### src/hw/rtl/gra_pkg.sv
package gra_pkg;

    // Default sizing, overridable from the top level
    localparam int MAX_FREE_DEF   = 64;
    localparam int COORD_BITS_DEF = 16;

    // Configuration register indexes
    typedef enum logic [1:0] {
        CFG_BIN_WIDTH  = 2'd0,
        CFG_BIN_HEIGHT = 2'd1,
        CFG_ROT_ENABLE = 2'd2
    } t_cfg_idx;

    // Request operation codes
    typedef enum logic {
        OP_START = 1'b0,
        OP_PLACE = 1'b1
    } t_op;

    // Input beat
    typedef struct packed {
        t_op         operation;
        logic [15:0] rect_width;
        logic [15:0] rect_height;
    } t_in_item;

    // Result beat
    typedef struct packed {
        logic        placed;
        logic [15:0] pos_x;
        logic [15:0] pos_y;
        logic        rotated;
        logic        space_dropped;
    } t_out_item;

    // Controller states
    typedef enum logic [2:0] {
        ST_IDLE,
        ST_START,
        ST_SCAN,
        ST_SHIFT,
        ST_PUSH_R,
        ST_PUSH_B,
        ST_DONE
    } t_state;

    // Controller to datapath commands
    typedef struct packed {
        logic load;
        logic start;
        logic walk;
        logic capture;
        logic rotate;
        logic shift_wr;
        logic push_right;
        logic push_bottom;
        logic emit;
    } t_dp_cmd;

    // Datapath to controller status
    typedef struct packed {
        logic hit;
        logic walk_end;
        logic rot_enable;
        logic rotated;
        logic out_blocked;
    } t_dp_status;

endpackage

### src/hw/rtl/guillotine_rect_allocator_core.sv
// Guillotine first-fit rectangle allocator.
// Input channel (i_in_valid / o_in_stall / i_in_data): one beat per request,
// either start a new bin or place a rectangle. Output channel (o_out_valid /
// i_out_stall / o_out_data): exactly one result beat per request, in order.
// Configuration channel (i_cfg_valid / o_cfg_ready, always ready): bin width,
// bin height and the rotation enable; write only while no request is open.
// One request is in work at a time. A start writes the whole bin as the only
// list entry, then loads the result register. A place walks the free list
// through the single read port of the list memory, one entry a cycle: a scan
// pass, then, on a hit, moving each entry behind the chosen one up by one place
// to close the gap, then appending the remainders and loading the result. With
// rotation enabled, a place that fits nowhere unrotated makes a second, rotated
// scan pass. The next request is accepted from the cycle after the result is
// loaded, while that result may still wait downstream; a stalled result holds
// and blocks only the loading of the next one. Reset empties the list, so a
// place before any start fails, and restores the configuration defaults. The
// list memory needs no clearing.
module guillotine_rect_allocator_core
    import gra_pkg::*;
#(
    parameter int MAX_FREE   = MAX_FREE_DEF,
    parameter int COORD_BITS = COORD_BITS_DEF
) (
    input  logic        i_clk,
    input  logic        i_rst_n,
    input  logic        i_cfg_valid,
    output logic        o_cfg_ready,
    input  logic [1:0]  i_cfg_index,
    input  logic [15:0] i_cfg_data,
    input  logic        i_in_valid,
    output logic        o_in_stall,
    input  t_in_item    i_in_data,
    output logic        o_out_valid,
    input  logic        i_out_stall,
    output t_out_item   o_out_data
);

    t_dp_cmd    cmd;
    t_dp_status status;

    assign o_cfg_ready = 1'b1;

    gra_ctrl u_ctrl (
        .i_clk      (i_clk),
        .i_rst_n    (i_rst_n),
        .i_in_valid (i_in_valid),
        .i_in_op    (i_in_data.operation),
        .o_in_stall (o_in_stall),
        .i_status   (status),
        .o_cmd      (cmd)
    );

    gra_dpath #(
        .MAX_FREE   (MAX_FREE),
        .COORD_BITS (COORD_BITS)
    ) u_dpath (
        .i_clk       (i_clk),
        .i_rst_n     (i_rst_n),
        .i_cfg_valid (i_cfg_valid && o_cfg_ready),
        .i_cfg_index (i_cfg_index),
        .i_cfg_data  (i_cfg_data),
        .i_in_data   (i_in_data),
        .i_out_stall (i_out_stall),
        .o_out_valid (o_out_valid),
        .o_out_data  (o_out_data),
        .i_cmd       (cmd),
        .o_status    (status)
    );

endmodule

### src/hw/rtl/gra_ram.sv
module gra_ram #(
    parameter int WIDTH = 64,
    parameter int DEPTH = 64
) (
    input  logic                     i_clk,
    input  logic                     i_wr_en,
    input  logic [$clog2(DEPTH)-1:0] i_wr_addr,
    input  logic [WIDTH-1:0]         i_wr_data,
    input  logic [$clog2(DEPTH)-1:0] i_rd_addr,
    output logic [WIDTH-1:0]         o_rd_data
);

    logic [WIDTH-1:0] r_mem [DEPTH];
    logic [WIDTH-1:0] r_rd_data;

    // Write one entry, read one entry with registered data
    always_ff @(posedge i_clk) begin
        if (i_wr_en) begin
            r_mem[i_wr_addr] <= i_wr_data;
        end
        r_rd_data <= r_mem[i_rd_addr];
    end

    assign o_rd_data = r_rd_data;

endmodule

### src/hw/rtl/gra_ctrl.sv
module gra_ctrl
    import gra_pkg::*;
(
    input  logic       i_clk,
    input  logic       i_rst_n,
    input  logic       i_in_valid,
    input  t_op        i_in_op,
    output logic       o_in_stall,
    input  t_dp_status i_status,
    output t_dp_cmd    o_cmd
);

    t_state r_state;
    t_state n_state;

    // Hold state
    always_ff @(posedge i_clk) begin
        if (!i_rst_n) begin
            r_state <= ST_IDLE;
        end else begin
            r_state <= n_state;
        end
    end

    // Sequence one request at a time
    always_comb begin
        n_state    = r_state;
        o_cmd      = '0;
        o_in_stall = (r_state != ST_IDLE);
        case (r_state)
            ST_IDLE: begin
                if (i_in_valid) begin
                    o_cmd.load = 1'b1;
                    n_state    = (i_in_op == OP_START) ? ST_START : ST_SCAN;
                end
            end
            ST_START: begin
                o_cmd.start = 1'b1;
                n_state     = ST_DONE;
            end
            ST_SCAN: begin
                if (i_status.hit) begin
                    o_cmd.capture = 1'b1;
                    n_state       = ST_SHIFT;
                end else if (i_status.walk_end) begin
                    if (i_status.rot_enable && !i_status.rotated) begin
                        o_cmd.rotate = 1'b1;
                    end else begin
                        n_state = ST_DONE;
                    end
                end else begin
                    o_cmd.walk = 1'b1;
                end
            end
            ST_SHIFT: begin
                o_cmd.walk     = 1'b1;
                o_cmd.shift_wr = 1'b1;
                if (i_status.walk_end) begin
                    n_state = ST_PUSH_R;
                end
            end
            ST_PUSH_R: begin
                o_cmd.push_right = 1'b1;
                n_state          = ST_PUSH_B;
            end
            ST_PUSH_B: begin
                o_cmd.push_bottom = 1'b1;
                n_state           = ST_DONE;
            end
            ST_DONE: begin
                if (!i_status.out_blocked) begin
                    o_cmd.emit = 1'b1;
                    n_state    = ST_IDLE;
                end
            end
            default: begin
                n_state = ST_IDLE;
            end
        endcase
    end

endmodule

### src/hw/rtl/gra_dpath.sv
module gra_dpath
    import gra_pkg::*;
#(
    parameter int MAX_FREE   = MAX_FREE_DEF,
    parameter int COORD_BITS = COORD_BITS_DEF
) (
    input  logic        i_clk,
    input  logic        i_rst_n,
    input  logic        i_cfg_valid,
    input  logic [1:0]  i_cfg_index,
    input  logic [15:0] i_cfg_data,
    input  t_in_item    i_in_data,
    input  logic        i_out_stall,
    output logic        o_out_valid,
    output t_out_item   o_out_data,
    input  t_dp_cmd     i_cmd,
    output t_dp_status  o_status
);

    localparam int ADDR_W = $clog2(MAX_FREE);
    localparam int CNT_W  = $clog2(MAX_FREE + 1);
    localparam int CB     = COORD_BITS;
    localparam int ENT_W  = 4 * COORD_BITS;
    localparam logic [CNT_W-1:0] CNT_MAX = CNT_W'(MAX_FREE);
    localparam logic [CNT_W-1:0] CNT_ONE = CNT_W'(1);

    // Configuration
    logic [15:0] r_bin_w;
    logic [15:0] r_bin_h;
    logic        r_allow_rot;

    // Request and walk state
    logic [CB-1:0]    r_wp;
    logic [CB-1:0]    r_hp;
    logic             r_rot;
    logic [CNT_W-1:0] r_count;
    logic [CNT_W-1:0] r_idx;
    logic [CNT_W-1:0] r_chk_idx;
    logic             r_pend;

    // Chosen free rectangle and result flags
    logic [CB-1:0] r_fx;
    logic [CB-1:0] r_fy;
    logic [CB-1:0] r_fw;
    logic [CB-1:0] r_fh;
    logic          r_placed;
    logic          r_drop;

    // Result register
    logic      r_out_valid;
    t_out_item r_out;

    // Memory port signals
    logic             wr_en;
    logic [CNT_W-1:0] wr_idx;
    logic [ENT_W-1:0] wr_data;
    logic [ENT_W-1:0] rd_data;
    logic [CB-1:0]    rd_left;
    logic [CB-1:0]    rd_top;
    logic [CB-1:0]    rd_wide;
    logic [CB-1:0]    rd_tall;
    logic             fits;
    logic             right_nz;
    logic             bottom_nz;
    logic             room;
    logic             idx_live;

    gra_ram #(
        .WIDTH (ENT_W),
        .DEPTH (MAX_FREE)
    ) u_free_list (
        .i_clk     (i_clk),
        .i_wr_en   (wr_en),
        .i_wr_addr (wr_idx[ADDR_W-1:0]),
        .i_wr_data (wr_data),
        .i_rd_addr (r_idx[ADDR_W-1:0]),
        .o_rd_data (rd_data)
    );

    // Unpack the entry read last cycle and test it
    assign rd_left   = rd_data[4*CB-1:3*CB];
    assign rd_top    = rd_data[3*CB-1:2*CB];
    assign rd_wide   = rd_data[2*CB-1:CB];
    assign rd_tall   = rd_data[CB-1:0];
    assign fits      = (r_wp <= rd_wide) && (r_hp <= rd_tall);
    assign right_nz  = (r_fw != r_wp);
    assign bottom_nz = (r_fh != r_hp);
    assign room      = (r_count < CNT_MAX);
    assign idx_live  = (r_idx < r_count);

    assign o_status.hit         = r_pend && fits;
    assign o_status.walk_end    = !r_pend && !idx_live;
    assign o_status.rot_enable  = r_allow_rot;
    assign o_status.rotated     = r_rot;
    assign o_status.out_blocked = r_out_valid && i_out_stall;

    // Select the memory write: bin start, compaction move or remainder append
    always_comb begin
        wr_en   = 1'b0;
        wr_idx  = '0;
        wr_data = '0;
        if (i_cmd.start) begin
            wr_en   = 1'b1;
            wr_data = {{CB{1'b0}}, {CB{1'b0}}, CB'(r_bin_w), CB'(r_bin_h)};
        end else if (i_cmd.shift_wr && r_pend) begin
            wr_en   = 1'b1;
            wr_idx  = r_chk_idx - CNT_ONE;
            wr_data = rd_data;
        end else if (i_cmd.push_right && right_nz) begin
            wr_en   = 1'b1;
            wr_idx  = r_count - CNT_ONE;
            wr_data = {CB'(r_fx + r_wp), r_fy, CB'(r_fw - r_wp), r_fh};
        end else if (i_cmd.push_bottom && bottom_nz && room) begin
            wr_en   = 1'b1;
            wr_idx  = r_count;
            wr_data = {r_fx, CB'(r_fy + r_hp), r_wp, CB'(r_fh - r_hp)};
        end
    end

    // Configuration registers
    always_ff @(posedge i_clk) begin
        if (!i_rst_n) begin
            r_bin_w     <= 16'd1024;
            r_bin_h     <= 16'd1024;
            r_allow_rot <= 1'b0;
        end else if (i_cfg_valid) begin
            case (t_cfg_idx'(i_cfg_index))
                CFG_BIN_WIDTH:  r_bin_w     <= i_cfg_data;
                CFG_BIN_HEIGHT: r_bin_h     <= i_cfg_data;
                CFG_ROT_ENABLE: r_allow_rot <= i_cfg_data[0];
                default: begin
                end
            endcase
        end
    end

    // List count and pending-read flag
    always_ff @(posedge i_clk) begin
        if (!i_rst_n) begin
            r_count <= '0;
            r_pend  <= 1'b0;
        end else begin
            if (i_cmd.load || i_cmd.capture || i_cmd.rotate) begin
                r_pend <= 1'b0;
            end else if (i_cmd.walk) begin
                r_pend <= idx_live;
            end
            if (i_cmd.start) begin
                r_count <= CNT_ONE;
            end else if (i_cmd.push_right) begin
                r_count <= right_nz ? r_count : r_count - CNT_ONE;
            end else if (i_cmd.push_bottom && bottom_nz && room) begin
                r_count <= r_count + CNT_ONE;
            end
        end
    end

    // Request, walk index and chosen rectangle
    always_ff @(posedge i_clk) begin
        if (i_cmd.load) begin
            r_wp     <= CB'(i_in_data.rect_width);
            r_hp     <= CB'(i_in_data.rect_height);
            r_rot    <= 1'b0;
            r_placed <= 1'b0;
            r_drop   <= 1'b0;
            r_idx    <= '0;
        end else if (i_cmd.capture) begin
            r_fx      <= rd_left;
            r_fy      <= rd_top;
            r_fw      <= rd_wide;
            r_fh      <= rd_tall;
            r_placed  <= 1'b1;
            r_idx     <= r_chk_idx + CNT_ONE;
        end else if (i_cmd.rotate) begin
            r_wp  <= r_hp;
            r_hp  <= r_wp;
            r_rot <= 1'b1;
            r_idx <= '0;
        end else if (i_cmd.walk && idx_live) begin
            r_chk_idx <= r_idx;
            r_idx     <= r_idx + CNT_ONE;
        end
        if (i_cmd.push_bottom && bottom_nz && !room) begin
            r_drop <= 1'b1;
        end
    end

    // Result register: fill on emit, drain when the receiver takes the beat
    always_ff @(posedge i_clk) begin
        if (!i_rst_n) begin
            r_out_valid <= 1'b0;
        end else if (i_cmd.emit) begin
            r_out_valid <= 1'b1;
        end else if (!i_out_stall) begin
            r_out_valid <= 1'b0;
        end
    end

    always_ff @(posedge i_clk) begin
        if (i_cmd.emit) begin
            r_out.placed        <= r_placed;
            r_out.pos_x         <= r_placed ? 16'(r_fx) : 16'd0;
            r_out.pos_y         <= r_placed ? 16'(r_fy) : 16'd0;
            r_out.rotated       <= r_placed && r_rot;
            r_out.space_dropped <= r_placed && r_drop;
        end
    end

    assign o_out_valid = r_out_valid;
    assign o_out_data  = r_out;

    // The list never holds more than its capacity
    a_count_bound: assert property (@(posedge i_clk) disable iff (!i_rst_n)
        r_count <= CNT_MAX)
        else $error("free list count beyond capacity");

    // Every write lands inside the list memory
    a_write_bound: assert property (@(posedge i_clk) disable iff (!i_rst_n)
        wr_en |-> (wr_idx < CNT_MAX))
        else $error("free list write outside memory");

    // A dropped remainder is only reported with a placement
    a_drop_placed: assert property (@(posedge i_clk) disable iff (!i_rst_n)
        r_out_valid |-> (!r_out.space_dropped || r_out.placed))
        else $error("space_dropped without placed");

endmodule

### config.mk
export PLATFORM = sky130hd
export DESIGN_NAME = guillotine_rect_allocator_core
export DESIGN_NICKNAME = d
export VERILOG_FILES = /design/src/hw/rtl/gra_pkg.sv /design/src/hw/rtl/guillotine_rect_allocator_core.sv /design/src/hw/rtl/gra_ram.sv /design/src/hw/rtl/gra_ctrl.sv /design/src/hw/rtl/gra_dpath.sv
export SDC_FILE = /design/constraint.sdc
export NUM_CORES = 2
export LEC_CHECK = 0
export BUFFER_PORTS_ARGS = -buffer_cell sky130_fd_sc_hd__buf_2
export CORE_MARGIN = 4
export CORE_UTILIZATION = 30
export DETAILED_ROUTE_END_ITERATION = 7
export GPL_TIMING_DRIVEN = 0
export SYNTH_ARGS = -nofsm -noshare
export SYNTH_HDL_FRONTEND = slang
export SYNTH_SLANG_ARGS = --single-unit
### constraint.sdc
create_clock -name i_clk -period 6.1 [get_ports i_clk]
set_input_delay 1.22 -clock i_clk [delete_from_list [all_inputs] [get_ports i_clk]]
set_output_delay 1.22 -clock i_clk [all_outputs]
set_load 0.05 [all_outputs]
After elaboration in Yosys (flattened, before gate mapping)

Memories as Yosys holds them, arrays and structs flattened. A register that Yosys moved wholly into a read port is not among the register bits.
Cells that the tools add are included.

Output and inout port bits: 38
Word-level logic and storage cells: 153
Memories kept: 1
Bits in registers: 193
RAM bits: 4096

Add/sub/neg operators: 9
Eq/ne operators: 19
Reductions and logical operators: 39
Mux-type cells: 53
Bitwise logic cells: 4
$lt $le $gt $ge: 4

Memories:

| name                      | depth | bits a word | rd ports | clocked after memory_dff | write ports | line          | text |
|---|---|---|---|---|---|---|---|
| u_dpath.u_free_list.r_mem | 64    | 64          | 1        | 1                        | 1           | gra_ram.sv:13 | `logic [WIDTH-1:0] r_mem [DEPTH];` |

Operators by type and width:

| kind                                               | count |
|---|---|
| two-way mux 64 bit                                 | 4 |
| two-way mux 16 bit                                 | 6 |
| two-way mux 7 bit                                  | 6 |
| adder 16 bit                                       | 2 |
| less-or-equal comparator 16 bit                    | 2 |
| inequality test 16 bit                             | 2 |
| subtractor 16 bit                                  | 2 |
| two-way mux 6 bit                                  | 4 |
| two-way mux 1 bit                                  | 23 |
| adder 7 x 1 -> 7 bit (second input constant)       | 3 |
| two-way mux 3 bit                                  | 6 |
| one-hot mux 3 bit (6 select lines)                 | 1 |
| AND reduction 2 bit                                | 8 |
| logical AND 1 bit                                  | 13 |
| == test 3 bit (second input constant)              | 3 |
| inequality test 3 bit (second input constant)      | 3 |
| nonzero test 3 bit                                 | 3 |
| inequality test 2 bit (second input constant)      | 4 |
| less-than comparator 7 bit                         | 1 |
| less-than comparator 7 bit (second input constant) | 1 |
| subtractor 7 x 1 -> 7 bit (second input constant)  | 1 |
| == test 3 x 2 -> 1 bit (second input constant)     | 2 |
| OR reduction 2 bit                                 | 3 |
| subtractor 6 x 1 -> 6 bit (second input constant)  | 1 |
| other kinds (14)                                   | 24 |

Longest topological paths before layout

Word-level depth: 10
Mapped depth: 13
Depth with buffers taken out: 13

By module

A second synthesis with hierarchy kept.

Cells, all modules: 8025
Area total of the unflattened synthesis: 169263.6 µm²

By module, submodules not included:

| module                         | cells an instance | seq. area each (µm²) | area each (µm²) | times used |
|---|---|---|---|---|
| gra_ram                        | 6598              | 124279.2             | 156348.7        | 1 |
| gra_dpath                      | 1383              | 5185.0               | 12584.6         | 1 |
| gra_ctrl                       | 42                | 60.1                 | 319.1           | 1 |
| guillotine_rect_allocator_core | 2                 | 0.0                  | 11.3            | 1 |

Worst setup path before layout

Ideal clock, no wire load.

Kind: reg-to-reg
Start: register u_dpath.r_hp[1]
End: memory u_dpath.u_free_list.r_mem[8][0] (enable)
Setup slack: 0.492 ns
Arrival: 5.121 ns
Required time: 5.613 ns
Clock period less this slack: 5.608 ns
Stages on the path, launching flop included: 11
Cell sequence: edfxtp_1 inv_1 ha_1 nand4_1 nor4_1 nand3_1 and2_0 a221oi_1 nand3_1 a31o_2 nor2_1

Word-level cells in the longest chain between the ends: 9

RTL lines:

| element                                 | line             | text |
|---|---|---|
| start: declaration                      | gra_dpath.sv:34  | `logic [CB-1:0] r_hp;` |
| start signal: assignment                | gra_dpath.sv:162 | `r_hp <= CB'(i_in_data.rect_height);` |
| start signal: assignment                | gra_dpath.sv:176 | `r_hp <= r_wp;` |
| inequality test 16 bit *                | gra_dpath.sv:87  | `assign bottom_nz = (r_fh != r_hp);` |
| logical AND 1 bit * (2 in a row)        | gra_dpath.sv:113 | `end else if (i_cmd.push_bottom && bottom_nz && room) begin` |
| two-way mux 1 bit                       | gra_dpath.sv:113 |  |
| two-way mux 1 bit                       | gra_dpath.sv:109 | `end else if (i_cmd.push_right && right_nz) begin` |
| two-way mux 1 bit                       | gra_dpath.sv:105 | `end else if (i_cmd.shift_wr && r_pend) begin` |
| two-way mux 1 bit                       | gra_dpath.sv:102 | `if (i_cmd.start) begin` |
| two-way mux 1 bit                       | gra_ram.sv:18    | `if (i_wr_en) begin` |
| two-way mux 1 bit (implied by the code) | gra_ram.sv:19    | `r_mem[i_wr_addr] <= i_wr_data;` |
| end: declaration                        | gra_ram.sv:13    |  |

Every way passes the cells marked *; elsewhere a longest branch is shown, timed or not.

==> impl_metrics.tcl <==
set metrics [dict create \
    final_layout_size_suffix_gt1_share_pct 23.8 \
    post_synth_mux_area_share_pct 14.7 \
    reg2reg_from "u_dpath.r_idx[2]" \
    core-area_um2 562000 \
    die_h_um 760 \
    antenna_found_initial 85 \
    p_int_uw 59600 \
    cts-root-buf "clkbuf_16" \
    relSlewSlack_pct -6.43 \
    synth.avg_cell_area_um2 20.5 \
    tightest_slew_ps 1600 \
    synth_fa_ha_area_share_pct 0.808 \
    synth_area_um2 169000 \
    clockBufferDepth 4 \
    post-place-cells 16200 \
    grt-ovfl-total 0 \
    fin_setup_tns_ps -2960 \
    path_class "reg2reg" \
    finalSetupViolations 28 \
    fin_ws_ps -422 \
    cts_sinks 4353 \
    synth_compound_area_share_pct 4.71 \
    grt_max_degree 65 \
    p_total_uw 89600 \
    powerDensity_nw_per_um2 444 \
    p_switching_uw 30000 \
    synth_edf_count 4234 \
    max_stage_delay_ps 1000 \
    grt_pass1_vias 92200 \
    finalMaxSlewViolations 45 \
    syn_inst 8270 \
    yosys.area_share.simple_pct 1.58 \
    synth.distinct_cells 67 \
    timing.hold.ws_ps 405 \
    final_cell_mix "edfxtp_1 (4234), mux4_2 (867), mux2i_1 (529), clkbuf_16 (430), clkbuf_1 (314)" \
    crit_slowest_cell "a31oi_1" \
    synth_top_area_share_pct 75.0 \
    area_growth_pct 19.1 \
    die_area_um2 577000 \
    synth_top_area_cell "edfxtp_1" \
    comb_power_share_pct 28.3 \
    synth-xor-area-share_pct 0.377 \
    async_flop_share_pct 0 \
    synth_ff_type "edfxtp_1" \
    worstHoldPathType "in2reg" \
    crit_arrival_ps 7370 \
    required_ps 6950 \
    rows 275 \
    portBuffers 91 \
    clkPwrFrac_pct 28.9 \
    hold_depth 3 \
    hpwl_um 422000 \
    htreeDepth 5 \
    post-route-util_pct 35.9 \
    power_frac_seq_pct 42.7 \
    fmax_mhz 153 \
    path_cells "clkbuf_1 -> nand2b_1 -> clkbuf_2 -> clkbuf_1 -> o221ai_1 -> o22ai_1 -> a211oi_1 -> a211oi_1 -> a31oi_1" \
    wl_um 603000 \
    synth_top_family_by_area "multiplexers" \
    final_hold_viol_count 0 \
    ff2ff_setup_slack_ps -420 \
    violations "design-rule violations, max-capacitance violations, max-slew violations, negative setup slack" \
    ys_seq_area_share_pct 76.4 \
    endpoint_kind "flip-flop" \
    crit_path_start_kind "flip-flop" \
    vias 96200 \
    cts_made_buffers 423 \
    worstHoldEndpoint "u_dpath.r_bin_h[10]" \
    path_max_fanout 10 \
    max_cap_violations 5 \
    fin_nets 9331 \
    status "finished with violations" \
    min_from "i_cfg_data[10]" \
    syn_nets 8433 \
    reg2reg_depth 9 \
    post-route-min-period_ps 6520 \
    drt_iter0_markers 16200 \
    cts_hold_buf 0 \
    layout_commonest_cell "edfxtp_1" \
    cts_tree "built" \
    grt_pass1_wl_um 804000 \
    io_pins 94 \
    power.leakage_uw 0.0621 \
    viasPerCell 5.65 \
    clk_pin_slew_worst_paths_ps 70 \
    dr.pass1.iters 8 \
    final_cells 17000 \
    final.setup_skew_ps 96.3 \
    ys_seq_elements 4353 \
    antenna_left 0 \
    yosysWarnings 0 \
    routedWlPerCell_um 35.4 \
    power.share.switching_pct 33.5 \
    drc_errors 6 \
    irDropWorstVdd_mv 0.269 \
    synth_area_leaders "edfxtp_1 (75%), mux4_2 (12%), mux2i_1 (3.1%)" \
    fin_crit_sh_pct 107 \
    gp_congestion 0.925 \
    insertion_delay_ps 1070 \
    die_w_um 760 \
    initial_utilization_pct 30.2 \
    track_usage_pct 20.1 \
    timing.rr.end "u_dpath.u_free_list.o_rd_data[6]" \
]
## synth_stat cells (41+ instances only)
cell type and number:
a21oi_1 251, o22ai_1 189, buf_1 56, o21ai_0 235, nor2_1 141, and2_1 42
inv_1 95, nand2_1 248, xnor2_1 41, a211oi_1 67, dfxtp_1 119, ha_1 103
buf_2 115, buf_4 44, mux2i_1 529, clkbuf_1 240, mux4_2 867, o221ai_1 262
edfxtp_1 4234
## worst max-delay path: cells and delay by family (launching register included)
kind	cells	cell delay, ps
and+or+nand+nor	1	860
buffers and inverters	3	2280
DFF	1	390
AOI/OAI and AO/OA	5	2720
## cell families (layout without fill, tap and decap cells)
logic type,after synthesis,after routing
DFF,4353,4353
muxes,1399,1399
AOI/OAI and AO/OA,1196,1196
and+or+nand+nor,590,590
buffers and inverters,551,1795
adders and majority gates,107,107
xor gates and xnor gates,73,73
other,1,51
## worst max path at each step
stage / start / end / slack [ps] / cells past startpoint
floorplan: u_dpath.r_hp[1] / u_dpath.u_free_list.r_mem[8][0] / 490 / 10
global placement: u_dpath.r_hp[14] / u_dpath.u_free_list.r_mem[8][36] / -6800 / 10
detailed placement: u_dpath.r_idx[2] / u_dpath.u_free_list.o_rd_data[58] / -170 / 8
CTS: u_dpath.r_hp[14] / u_dpath.u_free_list.r_mem[17][41] / -90 / 13
global route: u_dpath.r_idx[2] / u_dpath.u_free_list.o_rd_data[6] / -20 / 9
finish: u_dpath.r_idx[2] / u_dpath.u_free_list.o_rd_data[6] / -420 / 9
## power groups by stage
stage               Sequential (uW)  Clock [uW]  Combinational [uW]
floorplan                     39000           0               11800
global placement              40100           0               21800
detailed placement            38800           0               24500
CTS                           38200       26100               24600
global route                  38300       27400               25800
finish                        38300       25900               25400
## layout make-up
class                           instances  area (um^2)
Antenna cell                           50          125
Buffer                                453         2050
Clock buffer                          547        11400
Clock inverter                        224         2160
Fill cell                           50900       360000
Inverter                               96          360
Multi-Input combinational cell       3366        38700
Sequential cell                      4353       130000
Tap cell                             7479         9360
Timing Repair Buffer                  475         8080
## timing repair
item                       4_1_cts  5_1_grt
pin swaps                       15       13
setup endpoints to repair      277     1545
resized for setup                4        3
gates cloned                     0        0
buffers inserted                23       32
## sequential cells by signal, summed over array words and instances, names as in the netlist, 7 cells and up
| name | flops |
|---|---|
| u_dpath.r_fw | 16 |
| u_dpath.r_wp | 16 |
| u_dpath.o_out_data | 35 |
| u_dpath.r_chk_idx | 7 |
| u_dpath.u_free_list.r_mem | 4096 |
| u_dpath.r_hp | 16 |
| u_dpath.r_fx | 16 |
| u_dpath.r_count | 7 |
| u_dpath.r_idx | 7 |
| u_dpath.r_fh | 16 |
| u_dpath.r_bin_h | 16 |
| u_dpath.r_fy | 16 |
| u_dpath.u_free_list.o_rd_data | 64 |
| u_dpath.r_bin_w | 16 |
## stage by stage
stage,instance area (um^2),setup WS [ps]
3_5_place_dp,188000,-173
3_3_place_gp,179000,-6800
6_report,202000,-422
5_1_grt,202000,-17.3
2_1_floorplan,169000,492
4_1_cts,201000,-85.3
## layer usage
layer / global-route usage, % / part of all wire [%]
met1: 24.9 / 35
met2: 30.9 / 45
met3: 7.29 / 13
met4: 10.7 / 6.4
met5: 0.0496 / 0.075
Power figures use the tool's default switching activity.
